## config.mk

```make
export PLATFORM = sky130hd
export DESIGN_NAME = char_lcd_text_cursor_writer_top_flat
export DESIGN_NICKNAME = d
export VERILOG_FILES = /design/src/rtl/core/lcdw_pkg.sv /design/src/rtl/core/lcdw_in_if.sv /design/src/rtl/core/lcdw_out_if.sv /design/src/rtl/core/lcdw_front.sv /design/src/rtl/core/lcdw_queue.sv /design/src/rtl/core/lcdw_back.sv /design/src/rtl/core/char_lcd_text_cursor_writer_top.sv /design/src/flat_wrapper.sv
export SDC_FILE = /design/constraint.sdc
export NUM_CORES = 1
export LEC_CHECK = 0
export ABC_AREA = 0
export BUFFER_PORTS_ARGS = -buffer_cell sky130_fd_sc_hd__buf_4
export CAP_MARGIN = 20
export CORE_MARGIN = 1
export CORE_UTILIZATION = 60
export CTS_BUF_LIST = sky130_fd_sc_hd__clkbuf_2
export CTS_CLUSTER_DIAMETER = 30
export DETAILED_ROUTE_END_ITERATION = 8
export GPL_TIMING_DRIVEN = 0
export PLACE_DENSITY = 0.81
export SYNTH_ARGS = -nofsm -noshare
export SYNTH_HDL_FRONTEND = slang
export SYNTH_SLANG_ARGS = --single-unit
```

## constraint.sdc

```tcl
create_clock -name clk_i -period 6 [get_ports clk_i]
set_input_delay 0.6 -clock clk_i [delete_from_list [all_inputs] [get_ports clk_i]]
set_output_delay 0.6 -clock clk_i [all_outputs]
set_load 0.01 [all_outputs]
```

## src/rtl/core/lcdw_pkg.sv

```systemverilog
// Types and constants of the LCD text and cursor writer
package lcdw_pkg;

  typedef enum logic {
    ACT_PRINT  = 1'b0,
    ACT_CURSOR = 1'b1
  } action_e;

  typedef enum logic {
    RS_CMD  = 1'b0,
    RS_DATA = 1'b1
  } reg_sel_e;

  localparam logic [1:0] CFG_NUM_ROWS = 2'd0;
  localparam logic [1:0] CFG_NUM_COLS = 2'd1;
  localparam logic [1:0] CFG_WRAP_EN  = 2'd2;

  localparam logic [2:0] NUM_ROWS_RST = 3'd2;
  localparam logic [6:0] NUM_COLS_RST = 7'd16;

  localparam logic [7:0] CMD_SET_DDRAM = 8'h80;
  localparam logic [7:0] CH_NEWLINE    = 8'd10;
  localparam logic [7:0] CH_RETURN     = 8'd13;
  localparam logic [7:0] COL_MAX       = 8'hFF;

  localparam logic [6:0] ROW_BASE [4] = '{7'h00, 7'h40, 7'h14, 7'h54};

  // One queued request: one or two bus bytes, first byte sent first
  typedef struct packed {
    logic [7:0] byte0;
    reg_sel_e   rs0;
    logic [7:0] byte1;
    reg_sel_e   rs1;
    logic       two;
  } byte_req_t;

  // Row at or past the row count (or past the last display row) goes to row 0
  function automatic logic [1:0] fix_row(logic [2:0] r, logic [2:0] nrows);
    fix_row = ((r >= nrows) || (r > 3'd3)) ? 2'd0 : r[1:0];
  endfunction

  function automatic logic [7:0] addr_cmd(logic [1:0] r, logic [7:0] c);
    logic [6:0] sum;
    sum      = c[6:0] + ROW_BASE[r];
    addr_cmd = CMD_SET_DDRAM | {1'b0, sum};
  endfunction

endpackage

```

## src/rtl/core/lcdw_in_if.sv

```systemverilog
// Request channel carrying print and cursor-set items
interface lcdw_in_if;
  logic       valid;
  logic       ready;
  logic       action;
  logic [7:0] char_code;
  logic [1:0] row;
  logic [6:0] col;

  modport source (output valid, action, char_code, row, col, input ready);
  modport sink   (input valid, action, char_code, row, col, output ready);
endinterface

```

## src/rtl/core/lcdw_out_if.sv

```systemverilog
// Nibble channel towards the 4-bit LCD bus driver
interface lcdw_out_if;
  logic       valid;
  logic       ready;
  logic [3:0] nibble;
  logic       reg_select;
  logic       last;

  modport source (output valid, nibble, reg_select, last, input ready);
  modport sink   (input valid, nibble, reg_select, last, output ready);
endinterface

```

## src/rtl/core/lcdw_front.sv

```systemverilog
// Front end: takes requests, keeps the cursor and turns each request into bus bytes
module lcdw_front (
  input  logic               clk_i,
  input  logic               rst_ni,
  input  logic               cfg_we_i,
  input  logic [1:0]         cfg_idx_i,
  input  logic [6:0]         cfg_data_i,
  lcdw_in_if.sink            in_req,
  output logic               push_o,
  output lcdw_pkg::byte_req_t push_req_o,
  input  logic               push_ready_i
);

  logic [2:0] num_rows_q;
  logic [6:0] num_cols_q;
  logic       wrap_en_q;
  logic [7:0] col_q, col_d;
  logic [1:0] row_q, row_d;

  logic       wrap;
  logic [1:0] row_w;
  logic [7:0] col_w;
  logic [7:0] wrap_byte;
  logic [7:0] char_byte;
  lcdw_pkg::reg_sel_e char_rs;

  always_ff @(posedge clk_i or negedge rst_ni) begin
    if (!rst_ni) begin
      num_rows_q <= lcdw_pkg::NUM_ROWS_RST;
      num_cols_q <= lcdw_pkg::NUM_COLS_RST;
      wrap_en_q  <= 1'b0;
    end else if (cfg_we_i) begin
      case (cfg_idx_i)
        lcdw_pkg::CFG_NUM_ROWS: num_rows_q <= cfg_data_i[2:0];
        lcdw_pkg::CFG_NUM_COLS: num_cols_q <= cfg_data_i;
        lcdw_pkg::CFG_WRAP_EN:  wrap_en_q  <= cfg_data_i[0];
        default: ;
      endcase
    end
  end

  assign in_req.ready = push_ready_i;
  assign push_o       = in_req.valid && push_ready_i;

  always_comb begin
    // wrap mode first starts a new line, then the character works on that cursor
    wrap      = wrap_en_q && (col_q >= {1'b0, num_cols_q});
    row_w     = wrap ? lcdw_pkg::fix_row({1'b0, row_q} + 3'd1, num_rows_q) : row_q;
    col_w     = wrap ? 8'd0 : col_q;
    wrap_byte = lcdw_pkg::addr_cmd(row_w, 8'd0);
    row_d     = row_q;
    col_d     = col_q;
    char_byte = 8'd0;
    char_rs   = lcdw_pkg::RS_CMD;
    if (lcdw_pkg::action_e'(in_req.action) == lcdw_pkg::ACT_CURSOR) begin
      row_d     = lcdw_pkg::fix_row({1'b0, in_req.row}, num_rows_q);
      col_d     = {1'b0, in_req.col};
      char_byte = lcdw_pkg::addr_cmd(row_d, col_d);
    end else if (in_req.char_code == lcdw_pkg::CH_NEWLINE) begin
      row_d     = lcdw_pkg::fix_row({1'b0, row_w} + 3'd1, num_rows_q);
      col_d     = col_w;
      char_byte = lcdw_pkg::addr_cmd(row_d, col_d);
    end else if (in_req.char_code == lcdw_pkg::CH_RETURN) begin
      // the row count may have shrunk since the cursor was placed
      row_d     = lcdw_pkg::fix_row({1'b0, row_w}, num_rows_q);
      col_d     = 8'd0;
      char_byte = lcdw_pkg::addr_cmd(row_d, col_d);
    end else begin
      row_d     = row_w;
      col_d     = (col_w != lcdw_pkg::COL_MAX) ? col_w + 8'd1 : col_w;
      char_byte = in_req.char_code;
      char_rs   = lcdw_pkg::RS_DATA;
    end
  end

  always_comb begin
    if (wrap && (lcdw_pkg::action_e'(in_req.action) == lcdw_pkg::ACT_PRINT)) begin
      push_req_o.byte0 = wrap_byte;
      push_req_o.rs0   = lcdw_pkg::RS_CMD;
      push_req_o.byte1 = char_byte;
      push_req_o.rs1   = char_rs;
      push_req_o.two   = 1'b1;
    end else begin
      push_req_o.byte0 = char_byte;
      push_req_o.rs0   = char_rs;
      push_req_o.byte1 = char_byte;
      push_req_o.rs1   = char_rs;
      push_req_o.two   = 1'b0;
    end
  end

  always_ff @(posedge clk_i or negedge rst_ni) begin
    if (!rst_ni) begin
      col_q <= 8'd0;
      row_q <= 2'd0;
    end else if (push_o) begin
      col_q <= col_d;
      row_q <= row_d;
    end
  end

endmodule

```

## src/rtl/core/lcdw_queue.sv

```systemverilog
// Two-entry request queue between front and back end
module lcdw_queue (
  input  logic               clk_i,
  input  logic               rst_ni,
  input  logic               push_i,
  input  lcdw_pkg::byte_req_t push_req_i,
  output logic               push_ready_o,
  input  logic               pop_i,
  output lcdw_pkg::byte_req_t head_o,
  output logic               empty_o
);

  lcdw_pkg::byte_req_t mem_q [2];
  logic       wr_ptr_q;
  logic       rd_ptr_q;
  logic [1:0] cnt_q;

  assign push_ready_o = (cnt_q != 2'd2);
  assign empty_o      = (cnt_q == 2'd0);
  assign head_o       = mem_q[rd_ptr_q];

  always_ff @(posedge clk_i) begin
    if (push_i) begin
      mem_q[wr_ptr_q] <= push_req_i;
    end
  end

  always_ff @(posedge clk_i or negedge rst_ni) begin
    if (!rst_ni) begin
      wr_ptr_q <= 1'b0;
      rd_ptr_q <= 1'b0;
      cnt_q    <= 2'd0;
    end else begin
      if (push_i) begin
        wr_ptr_q <= ~wr_ptr_q;
      end
      if (pop_i) begin
        rd_ptr_q <= ~rd_ptr_q;
      end
      case ({push_i, pop_i})
        2'b10:   cnt_q <= cnt_q + 2'd1;
        2'b01:   cnt_q <= cnt_q - 2'd1;
        default: cnt_q <= cnt_q;
      endcase
    end
  end

endmodule

```

## src/rtl/core/lcdw_back.sv

```systemverilog
// Back end: splits queued bytes into nibbles, high first, into an output register
module lcdw_back (
  input  logic               clk_i,
  input  logic               rst_ni,
  input  lcdw_pkg::byte_req_t head_i,
  input  logic               empty_i,
  output logic               pop_o,
  lcdw_out_if.source         out_nib
);

  logic [1:0] idx_q;
  logic       valid_q;
  logic [3:0] nibble_q;
  logic       rs_q;
  logic       last_q;

  logic       load;
  logic       final_nib;
  logic [7:0] cur_byte;
  lcdw_pkg::reg_sel_e cur_rs;

  assign cur_byte  = idx_q[1] ? head_i.byte1 : head_i.byte0;
  assign cur_rs    = idx_q[1] ? head_i.rs1 : head_i.rs0;
  assign final_nib = head_i.two ? (idx_q == 2'd3) : idx_q[0];
  assign load      = !empty_i && (!valid_q || out_nib.ready);
  assign pop_o     = load && final_nib;

  always_ff @(posedge clk_i or negedge rst_ni) begin
    if (!rst_ni) begin
      idx_q   <= 2'd0;
      valid_q <= 1'b0;
    end else begin
      if (pop_o) begin
        idx_q <= 2'd0;
      end else if (load) begin
        idx_q <= idx_q + 2'd1;
      end
      if (!valid_q || out_nib.ready) begin
        valid_q <= !empty_i;
      end
    end
  end

  always_ff @(posedge clk_i) begin
    if (load) begin
      nibble_q <= idx_q[0] ? cur_byte[3:0] : cur_byte[7:4];
      rs_q     <= cur_rs;
      last_q   <= final_nib;
    end
  end

  assign out_nib.valid      = valid_q;
  assign out_nib.nibble     = nibble_q;
  assign out_nib.reg_select = rs_q;
  assign out_nib.last       = last_q;

endmodule

```

## src/rtl/core/char_lcd_text_cursor_writer_top.sv

```systemverilog
// Top level of the LCD text and cursor writer (4-bit bus, high nibble first)
//
//   channel   dir  handshake            payload
//   in_req    in   valid/ready          action, char_code, row, col
//   out_nib   out  valid/ready          nibble, reg_select, last
//   config    in   cfg_we_i             cfg_idx_i, cfg_data_i
//
// An item yields two or four nibbles; the output register sends one nibble a cycle
// while out_nib.ready is high. Requests are taken in any cycle the two-entry queue has
// room; each request is written into the queue and then loaded into the output register.
// Reset is asynchronous: cursor to row 0 column 0, rows 2, columns 16, wrap off.
// An output stall fills the queue and then holds in_req.ready low.
module char_lcd_text_cursor_writer_top (
  input  logic       clk_i,
  input  logic       rst_ni,
  input  logic       cfg_we_i,
  input  logic [1:0] cfg_idx_i,
  input  logic [6:0] cfg_data_i,
  lcdw_in_if.sink    in_req,
  lcdw_out_if.source out_nib
);

  logic               push;
  logic               push_ready;
  lcdw_pkg::byte_req_t push_req;
  lcdw_pkg::byte_req_t head;
  logic               empty;
  logic               pop;

  lcdw_front u_front (
    .clk_i        (clk_i),
    .rst_ni       (rst_ni),
    .cfg_we_i     (cfg_we_i),
    .cfg_idx_i    (cfg_idx_i),
    .cfg_data_i   (cfg_data_i),
    .in_req       (in_req),
    .push_o       (push),
    .push_req_o   (push_req),
    .push_ready_i (push_ready)
  );

  lcdw_queue u_queue (
    .clk_i        (clk_i),
    .rst_ni       (rst_ni),
    .push_i       (push),
    .push_req_i   (push_req),
    .push_ready_o (push_ready),
    .pop_i        (pop),
    .head_o       (head),
    .empty_o      (empty)
  );

  lcdw_back u_back (
    .clk_i   (clk_i),
    .rst_ni  (rst_ni),
    .head_i  (head),
    .empty_i (empty),
    .pop_o   (pop),
    .out_nib (out_nib)
  );

endmodule

```

## src/flat_wrapper.sv

```systemverilog
// flat-port wrapper written by rule: the top's interface ports become plain ports
module char_lcd_text_cursor_writer_top_flat 
  (clk_i, rst_ni, cfg_we_i, cfg_idx_i, cfg_data_i, in_req_valid, in_req_action, in_req_char_code, in_req_row, in_req_col, in_req_ready, out_nib_valid, out_nib_nibble, out_nib_reg_select, out_nib_last, out_nib_ready);
  lcdw_in_if in_req_i ();
  lcdw_out_if out_nib_i ();
  input  logic clk_i;
  input  logic rst_ni;
  input  logic cfg_we_i;
  input  logic [1:0] cfg_idx_i;
  input  logic [6:0] cfg_data_i;
  input wire logic [$bits(in_req_i.valid)-1:0] in_req_valid;
  input wire logic [$bits(in_req_i.action)-1:0] in_req_action;
  input wire logic [$bits(in_req_i.char_code)-1:0] in_req_char_code;
  input wire logic [$bits(in_req_i.row)-1:0] in_req_row;
  input wire logic [$bits(in_req_i.col)-1:0] in_req_col;
  output wire logic [$bits(in_req_i.ready)-1:0] in_req_ready;
  output wire logic [$bits(out_nib_i.valid)-1:0] out_nib_valid;
  output wire logic [$bits(out_nib_i.nibble)-1:0] out_nib_nibble;
  output wire logic [$bits(out_nib_i.reg_select)-1:0] out_nib_reg_select;
  output wire logic [$bits(out_nib_i.last)-1:0] out_nib_last;
  input wire logic [$bits(out_nib_i.ready)-1:0] out_nib_ready;
  assign in_req_i.valid = in_req_valid;
  assign in_req_i.action = in_req_action;
  assign in_req_i.char_code = in_req_char_code;
  assign in_req_i.row = in_req_row;
  assign in_req_i.col = in_req_col;
  assign in_req_ready = in_req_i.ready;
  assign out_nib_valid = out_nib_i.valid;
  assign out_nib_nibble = out_nib_i.nibble;
  assign out_nib_reg_select = out_nib_i.reg_select;
  assign out_nib_last = out_nib_i.last;
  assign out_nib_i.ready = out_nib_ready;
  char_lcd_text_cursor_writer_top u_core (.clk_i(clk_i), .rst_ni(rst_ni), .cfg_we_i(cfg_we_i), .cfg_idx_i(cfg_idx_i), .cfg_data_i(cfg_data_i), .in_req(in_req_i), .out_nib(out_nib_i));
endmodule
```

==> results of run 1 <==
[cell families after synthesis]
family,after synthesis,share of synthesized area [%]
DFF,72,47.4
adders and majority gates,30,8.78
xor gates and xnor gates,12,2.46
muxes,29,9.84
and+or+nand+nor,112,13.7
buffers and inverters,38,3.60
AOI/OAI and AO/OA,87,14.2
[worst paths after layout]
check	start	to	depth (start not counted)
min in group asynchronous	rst_ni	u_core.u_front.num_rows_q[0]	2
min	cfg_data_i[2]	u_core.u_front.num_rows_q[2]	3
min reg2reg	u_core.u_back.out_nib.valid	u_core.u_back.out_nib.valid	2
max reg2reg	u_core.u_front.col_q[6]	u_core.u_queue.mem_q[1][8]	17
max in group asynchronous	rst_ni	u_core.u_front.num_cols_q[4]	2
max	u_core.u_front.col_q[6]	u_core.u_queue.mem_q[1][8]	17
[power by group]
group / internal, mW / switching (mW)
sequential: 0.717 / 0.105
clock: 0.0963 / 0.173
combinational: 0.460 / 0.593
total: 1.27 / 0.871
[synth_stat cells, drive strengths merged (5+ instances only)]
cell type / n / share of area (%)
a211oi: 7 / 1.3
a21oi: 12 / 1.4
and2: 8 / 1.2
and3: 6 / 0.88
clkbuf: 9 / 0.82
dfrtp: 26 / 15
edfxtp: 44 / 31
ha: 30 / 8.8
inv: 25 / 2.2
mux2: 14 / 3.7
mux2i: 6 / 1.4
mux4: 9 / 4.7
nand2: 25 / 2.2
nand2b: 11 / 1.6
nand3: 9 / 1.1
nor2: 23 / 2.0
nor2b: 5 / 0.73
nor3: 8 / 1.2
o21ai: 24 / 2.8
o22ai: 6 / 0.88
o31ai: 5 / 0.88
xnor2: 5 / 1.0
xor2: 7 / 1.4
[final cells by class]
class / count / share of cell area [%]
inverter: 25 / 1.95
clock inverter: 5 / 1.04
buffer: 13 / 1.25
timing repair buffer: 40 / 6.45
multi-input combinational: 270 / 43.6
tap: 96 / 2.50
sequential: 72 / 42.1
clock buffer: 11 / 1.14
[through the flow]
step	util, %	instance area [um^2]	hold slack, ns	std cells
6_report	70.4	4810	0.273	532
5_1_grt	70.4	4810	0.262	532
4_1_cts	70.4	4810	0.255	532
3_5_place_dp	68.7	4700	0.483	515
3_3_place_gp	68.5	4680	0.476	514
2_1_floorplan	-	4270	0.304	380
[routing by layer]
metal  share of wire (%)  routed length [um]  track usage, %  vias up
met1                  40                3830            33.5     1586
met4                 2.5                 235            12.0        0
met5                   0                   0               0        -
li1                    -                   -               -     1534
met2                  51                4890            47.5      137
met3                 5.9                 560            5.14       28
[sequential cells by signal (all words and copies together) (netlist names)]
signal and cells:
u_core.u_queue.wr_ptr_q 1, u_core.u_back.out_nib.last 1, u_core.u_front.col_q 8, u_core.u_front.num_cols_q 7, u_core.u_queue.cnt_q 2, u_core.u_back.out_nib.nibble 4
u_core.u_front.wrap_en_q 1, u_core.u_queue.rd_ptr_q 1, u_core.u_back.idx_q 2, u_core.u_back.out_nib.valid 1, u_core.u_front.row_q 2, u_core.u_back.out_nib.reg_select 1
u_core.u_queue.mem_q 38, u_core.u_front.num_rows_q 3
[tightest hold or removal path, stage by stage]
cell,delay [ns]
buf_4,0.08
nand2_1,0.03
o21ai_0,0.05
[repair_timing]
item                      4_1_cts  5_1_grt
hold buffers                    1        0
buffers inserted                0        0
hold endpoints to repair       26        0
==> impl_metrics.py, run 1 <==
metrics = {
    "clocking": {
        "clock_path_buffers": 2,
        "htreeDepth": 3,
        "path_clk_slew_ns": 0.21,
        "cts_tree": "yes",
        "clk_latency_ns": 0.52,
        "cts-root-buf": "clkbuf_2",
        "cts_made_buffers": 9,
        "cts.sinks": 72,
        "post_cts_resized": 0,
    },
    "place": {
        "gp_congestion": 0.910,
        "io_buffers": 38,
        "hpwl_um": 7100,
        "pre_cts_ws_ns": 0.886,
    },
    "global_routing": {
        "antenna_found_initial": 0,
        "gr-usage-all-layers_pct": 27.4,
        "grt_max_degree": 29,
        "grt_pass1_vias": 3173,
        "grt_first_pass_wirelength_um": 15300,
        "grt_overflow_total": 0,
    },
    "route": {
        "vias_per_cell": 6.17,
        "wirelength_um": 9520,
        "num_vias": 3285,
        "drt-initial-drc-count": 161,
        "firstDrtPassIters": 5,
        "drc": 0,
        "wire_per_inst_um": 17.9,
        "ant_nets": 0,
    },
    "synth": {
        "synth_seq_cells": 72,
        "yosysSeqAreaShare_pct": 47.4,
        "synthArstFlopShare_pct": 38.9,
        "yosys.cell_types.count": 61,
        "postSynthAreaPerCell_um2": 11.2,
        "syn_area_mm2": 0.00427,
        "netlist_instances": 380,
        "yosysWarnings": 0,
        "synth-edff-count": 44,
        "synth_flop_cell": "edfxtp_1",
        "syn_nets": 442,
    },
    "worst_setup_path": {
        "slowest_stage": "o21ai_1",
        "critPathLaunchType": "register",
        "cp_common_cell": "ha_1",
        "path_buf_inv": 1,
        "cp.arrival_ns": 5.52,
        "cp_max_fo": 8,
        "critPathRequiredTime_ns": 6.28,
        "endpoint_kind": "register",
        "path_cells": "ha_1 > nand4_1 > a211o_1 > o21ai_1 > mux2i_1 > inv_1 > ha_1 > ha_1 > a211oi_1 > and3_1 > ha_1 > ha_1 > nand3_1 > o2bb2ai_1 > a41oi_1 > o31ai_1 > o41a_1",
        "rrSetupSlack_ns": 0.76,
        "critPathTopFamily": "compound AO/OA/AOI/OAI gates",
        "crit_type": "register to register",
        "slowest_delay_ns": 0.54,
    },
    "timing": {
        "fmax_ghz": 0.191,
        "fin_tns_setup_ns": 0,
        "relSlewSlack_pct": 41.8,
        "setup_slack_ns": 0.759,
        "finalSetupViolCount": 0,
        "drv_slew": 0,
        "fin_skew_ns": 0.0299,
        "post-route-period-util_pct": 87.3,
        "rsz0062_at_grt": "false",
        "period_needed_ns": 5.24,
        "worst_pin_slew_ns": 0.873,
        "hold_viol": 0,
    },
    "floorplan": {
        "rows": 30,
        "start_util_pct": 62.5,
        "die-area_mm2": 0.00746,
        "die_w_um": 86.4,
        "pin_count": 40,
        "die_h_um": 86.4,
        "design.core.area_mm2": 0.00683,
    },
    "power_and_ir_drop": {
        "powerDensity_mw_per_mm2": 446,
        "peakVddDrop_mv": 0.281,
        "power_mw": 2.14,
        "p_leak_nw": 1.97,
    },
    "cells_and_area": {
        "seq_area_mm2": 0.00202,
        "syn2layout_area_growth_pct": 12.6,
        "final_cell_mix": "edfxtp_1, buf_4, ha_1",
        "drive_above_1_share_pct": 21.8,
        "diodes": 0,
        "final_nets": 493,
        "multi_input_area_mm2": 0.00210,
        "nFillCells": 534,
        "final_common_cell": "edfxtp_1",
    },
    "flow_run": {
        "maxCapViolCount": 0,
    },
    "min_path": {
        "hold_path_class": "primary input to register",
    },
    "outcome": {
        "status": "finished clean",
    },
}
(Power assumes the default switching activity.)
==> run 2: changes to the inputs <==
--- a/config.mk
+++ b/config.mk
@@ -8,7 +8,7 @@
 export ABC_AREA = 0
 export BUFFER_PORTS_ARGS = -buffer_cell sky130_fd_sc_hd__buf_4
 export CAP_MARGIN = 20
-export CORE_MARGIN = 1
+export CORE_MARGIN = 5
 export CORE_UTILIZATION = 60
 export CTS_BUF_LIST = sky130_fd_sc_hd__clkbuf_2
 export CTS_CLUSTER_DIAMETER = 30
==> impl_metrics.py, run 2 (synthesis results as in run 1) <==
metrics = {
    "worst_setup_path": {
        "cp_max_fo": 8,
        "cp.arrival_ns": 5.42,
        "critPathLaunchType": "register",
        "crit_type": "register to register",
        "endpoint_kind": "register",
        "critPathRequiredTime_ns": 6.27,
    },
    "timing": {
        "fin_tns_setup_ns": 0,
        "hold_viol": 0,
        "worst_pin_slew_ns": 0.879,
        "relSlewSlack_pct": 41.4,
        "finalSetupViolCount": 0,
        "period_needed_ns": 5.15,
        "post-route-period-util_pct": 85.8,
        "rsz0062_at_grt": "false",
        "fin_skew_ns": 0.0409,
        "drv_slew": 0,
        "fmax_ghz": 0.194,
    },
    "power_and_ir_drop": {
        "peakVddDrop_mv": 0.208,
        "powerDensity_mw_per_mm2": 449,
        "seq_power_share_pct": 38.1,
        "p_sw_mw": 0.890,
        "p_comb_share_pct": 49.0,
        "p_leak_nw": 1.97,
        "pwr-share-clk_pct": 12.9,
        "swShare_pct": 41.2,
        "power.internal_mw": 1.27,
    },
    "floorplan": {
        "die_w_um": 94.4,
        "start_util_pct": 62.2,
        "die-area_mm2": 0.00891,
        "design.core.area_mm2": 0.00687,
        "rows": 30,
        "die_h_um": 94.4,
        "pin_count": 40,
    },
    "clocking": {
        "postCtsHoldBufs": 1,
        "clock_path_buffers": 2,
        "cts_made_buffers": 9,
        "cts_tree": "yes",
        "clk_latency_ns": 0.52,
        "post_cts_resized": 0,
        "cts-root-buf": "clkbuf_2",
        "cts.sinks": 72,
        "htreeDepth": 3,
        "cts_setup_buffers": 0,
        "path_clk_slew_ns": 0.21,
    },
    "route": {
        "wirelength_um": 9740,
        "drc": 0,
        "wire_per_inst_um": 18.3,
        "firstDrtPassIters": 5,
        "vias_per_cell": 6.08,
        "ant_nets": 0,
        "num_vias": 3232,
        "drt-initial-drc-count": 273,
    },
    "cells_and_area": {
        "final_common_cell": "edfxtp_1",
        "diodes": 0,
        "nFillCells": 525,
        "largest_reg_flops": 38,
        "top_regs": "u_core.u_queue.mem_q (38), u_core.u_front.col_q (8), u_core.u_front.num_cols_q (7)",
        "final_area_mm2": 0.00482,
        "final_cell_mix": "edfxtp_1, buf_4, ha_1",
        "syn2layout_area_growth_pct": 12.9,
        "final_nets": 493,
        "drive_above_1_share_pct": 22.0,
        "regMostFlops": "u_core.u_queue.mem_q",
    },
    "global_routing": {
        "grt_max_degree": 29,
        "gr-usage-all-layers_pct": 23.4,
        "grt_pass1_vias": 3221,
        "grt_first_pass_wirelength_um": 15800,
        "grt_overflow_total": 0,
        "antenna_found_initial": 0,
    },
    "outcome": {
        "status": "finished clean",
    },
    "place": {
        "hpwl_um": 7320,
        "io_buffers": 38,
        "place_area_mm2": 0.00470,
        "gp_congestion": 0.934,
    },
    "min_path": {
        "hold_path_class": "primary input to register",
    },
    "flow_run": {
        "maxCapViolCount": 0,
    },
}
## run 2: changes by cell type in the layout (fill, tap and decap cells not counted)
cell,change
clkbuf_2,-2
clkinv_1,-1
clkinv_4,+1
clkinvlp_4,+1
inv_6,+1
## run 2: worst paths after layout
kind | slack [ns] | from | cells past startpoint | end
min | 0.29 | cfg_data_i[2] | 3 | u_core.u_front.num_rows_q[2]
min in group asynchronous | 0.50 | rst_ni | 2 | u_core.u_front.col_q[5]
max | 0.85 | u_core.u_front.col_q[6] | 18 | u_core.u_queue.mem_q[0][8]
max in group asynchronous | 5.17 | rst_ni | 2 | u_core.u_front.num_cols_q[4]
max reg2reg | 0.85 | u_core.u_front.col_q[6] | 18 | u_core.u_queue.mem_q[0][8]
min reg2reg | 0.52 | u_core.u_back.out_nib.valid | 2 | u_core.u_back.out_nib.valid
## run 2: power groups by stage
stage               clock (mW)  combinational (mW)  sequential [mW]
floorplan                    0               0.752            0.813
global placement             0               0.998            0.827
detailed placement           0                1.05            0.836
CTS                      0.280                1.06            0.824
global route             0.308                1.18            0.839
finish                   0.278                1.06            0.825
## run 2: routing by layer
metal  global-route usage [%]  vias to the layer above  wire length [um]
li1                         -                     1532                 -
met1                     29.6                     1556              4010
met2                     39.6                      118              4860
met3                     5.26                       26               648
met4                     8.06                        0               228
met5                        0                        -                 0
## run 2: cell type report
type | count | area (um^2) | area share, %
Clock inverter | 7 | 71.3 | 1.48
Tap cell | 96 | 120 | 2.49
Multi-Input combinational cell | 270 | 2100 | 43.5
Clock buffer | 9 | 45.0 | 0.934
Sequential cell | 72 | 2020 | 42.0
Buffer | 13 | 60.1 | 1.25
Timing Repair Buffer | 40 | 310 | 6.43
Inverter | 25 | 93.8 | 1.95
## run 2: per-stage QoR
| step | cells | hold slack, ns | util (%) | power, mW | setup slack [ns] |
|---|---|---|---|---|---|
| floorplan | 380 | 0.304 | - | 1.56 | 1.55 |
| global placement | 514 | 0.475 | 68.1 | 1.83 | 1.03 |
| detailed placement | 515 | 0.481 | 68.4 | 1.88 | 0.981 |
| CTS | 532 | 0.266 | 70.2 | 2.16 | 0.913 |
| global route | 532 | 0.228 | 70.2 | 2.33 | 0.577 |
| finish | 532 | 0.286 | 70.2 | 2.16 | 0.854 |
## run 2: worst max-delay path: stages (launching register included)
cell and delay [ns]:
dfrtp_1 0.53, ha_1 0.35, nand4_1 0.11, a211o_1 0.30, o21ai_1 0.55, mux2i_1 0.40, inv_1 0.14, ha_1 0.22
ha_1 0.31, a211oi_1 0.28, and3_1 0.24, ha_1 0.19, ha_1 0.21, a21oi_1 0.08, o2bb2ai_1 0.23, nor2_1 0.07
mux2i_1 0.15, o31ai_1 0.10, o41a_1 0.45
==> run 3: changes to the inputs <==
--- a/config.mk
+++ b/config.mk
@@ -10,7 +10,7 @@
 export CAP_MARGIN = 20
 export CORE_MARGIN = 5
 export CORE_UTILIZATION = 60
-export CTS_BUF_LIST = sky130_fd_sc_hd__clkbuf_2
+export CTS_BUF_LIST = sky130_fd_sc_hd__clkbuf_4
 export CTS_CLUSTER_DIAMETER = 30
 export DETAILED_ROUTE_END_ITERATION = 8
 export GPL_TIMING_DRIVEN = 0
==> impl_metrics.py, run 3 (synthesis results as in run 1) <==
metrics = {
    "global_routing": {
        "grt_pass1_vias": 3207,
        "grt_first_pass_wirelength_um": 15700,
        "met2_usage_pct": 39.5,
        "grt_overflow_total": 0,
        "grt_use_met1_pct": 29.6,
        "gr-usage-all-layers_pct": 23.2,
        "grt_max_degree": 29,
        "grt_util_met3_pct": 5.58,
        "antenna_found_initial": 0,
        "grt-busiest-layer": "met2",
    },
    "clocking": {
        "clock_path_buffers": 2,
        "htreeDepth": 3,
        "cts-root-buf": "clkbuf_4",
        "postCtsHoldBufs": 0,
        "post_cts_resized": 0,
        "path_clk_slew_ns": 0.12,
        "cts_setup_buffers": 0,
        "cts_tree": "yes",
        "cts_made_buffers": 9,
        "clk_latency_ns": 0.42,
        "cts.sinks": 72,
    },
    "cells_and_area": {
        "seq_area_mm2": 0.00202,
        "nFillCells": 523,
        "regMostFlops": "u_core.u_queue.mem_q",
        "final_cell_mix": "edfxtp_1, buf_4, ha_1",
        "utilization_pct": 70.4,
        "syn2layout_area_growth_pct": 13.1,
        "final_common_cell": "edfxtp_1",
        "drive_above_1_share_pct": 22.1,
        "final_nets": 492,
        "diodes": 0,
        "multi_input_area_mm2": 0.00210,
        "top_regs": "u_core.u_queue.mem_q (38), u_core.u_front.col_q (8), u_core.u_front.num_cols_q (7)",
        "largest_reg_flops": 38,
    },
    "route": {
        "vias_per_cell": 6.15,
        "drt-initial-drc-count": 272,
        "ant_nets": 0,
        "wirelength_um": 9680,
        "wire_per_inst_um": 18.2,
        "num_vias": 3263,
        "firstDrtPassIters": 5,
        "drc": 0,
    },
    "floorplan": {
        "pin_count": 40,
        "die_w_um": 94.4,
        "start_util_pct": 62.2,
        "design.core.area_mm2": 0.00687,
        "die-area_mm2": 0.00891,
        "rows": 30,
        "die_h_um": 94.4,
    },
    "worst_setup_path": {
        "critPathLaunchType": "register",
        "path_cells": "inv_1 > ha_1 > nand4_1 > a211o_1 > o21ai_1 > mux2i_1 > inv_1 > ha_1 > ha_1 > a211oi_1 > and3_1 > ha_1 > ha_1 > a21oi_1 > o2bb2ai_1 > nor2_1 > mux2i_1 > o31ai_1 > o41a_1",
        "cp_common_cell": "ha_1",
        "cp.arrival_ns": 5.27,
        "slowest_delay_ns": 0.55,
        "critPathRequiredTime_ns": 6.16,
        "path_buf_inv": 2,
        "critPathTopFamily": "compound AO/OA/AOI/OAI gates",
        "cp_num_cells": 19,
        "crit_type": "register to register",
        "endpoint_kind": "register",
        "cp_max_fo": 5,
        "r2r_cells": 19,
        "slowest_stage": "dfstp_2",
    },
    "timing": {
        "fmax_ghz": 0.196,
        "finalSetupViolCount": 0,
        "rsz0062_at_grt": "false",
        "fin_tns_setup_ns": 0,
        "period_needed_ns": 5.11,
        "relSlewSlack_pct": 41.6,
        "worst_pin_slew_ns": 0.876,
        "fin_skew_ns": 0.0135,
        "drv_slew": 0,
        "post-route-period-util_pct": 85.2,
        "setup_slack_ns": 0.889,
        "hold_viol": 0,
    },
    "power_and_ir_drop": {
        "peakVddDrop_mv": 0.208,
        "p_leak_nw": 1.97,
        "powerDensity_mw_per_mm2": 453,
    },
    "place": {
        "gp_congestion": 0.934,
        "hpwl_um": 7320,
        "io_buffers": 38,
        "pre_cts_ws_ns": 0.981,
    },
    "flow_run": {
        "maxCapViolCount": 0,
    },
    "min_path": {
        "hold_path_class": "primary input to asynchronous set/reset pin",
    },
    "outcome": {
        "status": "finished clean",
    },
}
[run 3: cell count changes in the layout (fill, tap and decap cells not counted), sizes merged]
cell,before,now
dlygate4sd3,1,0
[run 3: cell type report]
| class | count | area share (%) |
|---|---|---|
| multi-input cells | 270 | 43.4 |
| flip-flops and latches | 72 | 41.9 |
| repair buffers | 39 | 6.21 |
| well taps | 96 | 2.48 |
| inverters | 25 | 1.94 |
| clock inverters | 7 | 1.48 |
| clock buffers | 9 | 1.40 |
| plain buffers | 13 | 1.24 |
[run 3: final timing paths]
| path | startpoint | endpoint | slack, ns |
|---|---|---|---|
| max | u_core.u_front.num_cols_q[4] | u_core.u_queue.mem_q[0][8] | 0.89 |
| max in group asynchronous | rst_ni | u_core.u_front.num_cols_q[4] | 5.60 |
| min in group clk_i | cfg_data_i[2] | u_core.u_front.num_rows_q[2] | 0.39 |
| min reg2reg | u_core.u_back.out_nib.valid | u_core.u_back.out_nib.valid | 0.50 |
| max reg2reg | u_core.u_front.num_cols_q[4] | u_core.u_queue.mem_q[0][8] | 0.89 |
| min | rst_ni | u_core.u_front.num_rows_q[0] | 0.08 |
[run 3: routing by layer]
metal | wire (um) | part of all wire [%]
met5 | 0 | 0
met4 | 181 | 1.9
met3 | 750 | 7.7
met2 | 4860 | 50
met1 | 3900 | 40
[run 3: stage by stage]
step / std cells / hold slack, ns / power (mW) / instance area [um^2]
after floorplan: 380 / 0.304 / 1.56 / 4270
after detailed placement: 515 / 0.481 / 1.88 / 4700
after global routing: 531 / 0.0772 / 2.36 / 4830
after global placement: 514 / 0.475 / 1.83 / 4680
final: 531 / 0.0801 / 2.19 / 4830
after CTS: 531 / 0.0720 / 2.19 / 4830
[run 3: power by group]
part	total, mW	internal (mW)	switching (mW)	leakage [nW]
sequential	0.826	0.718	0.107	0.742
combinational	1.06	0.460	0.602	1.15
clock	0.305	0.127	0.178	0.0700
total	2.19	1.30	0.887	1.97
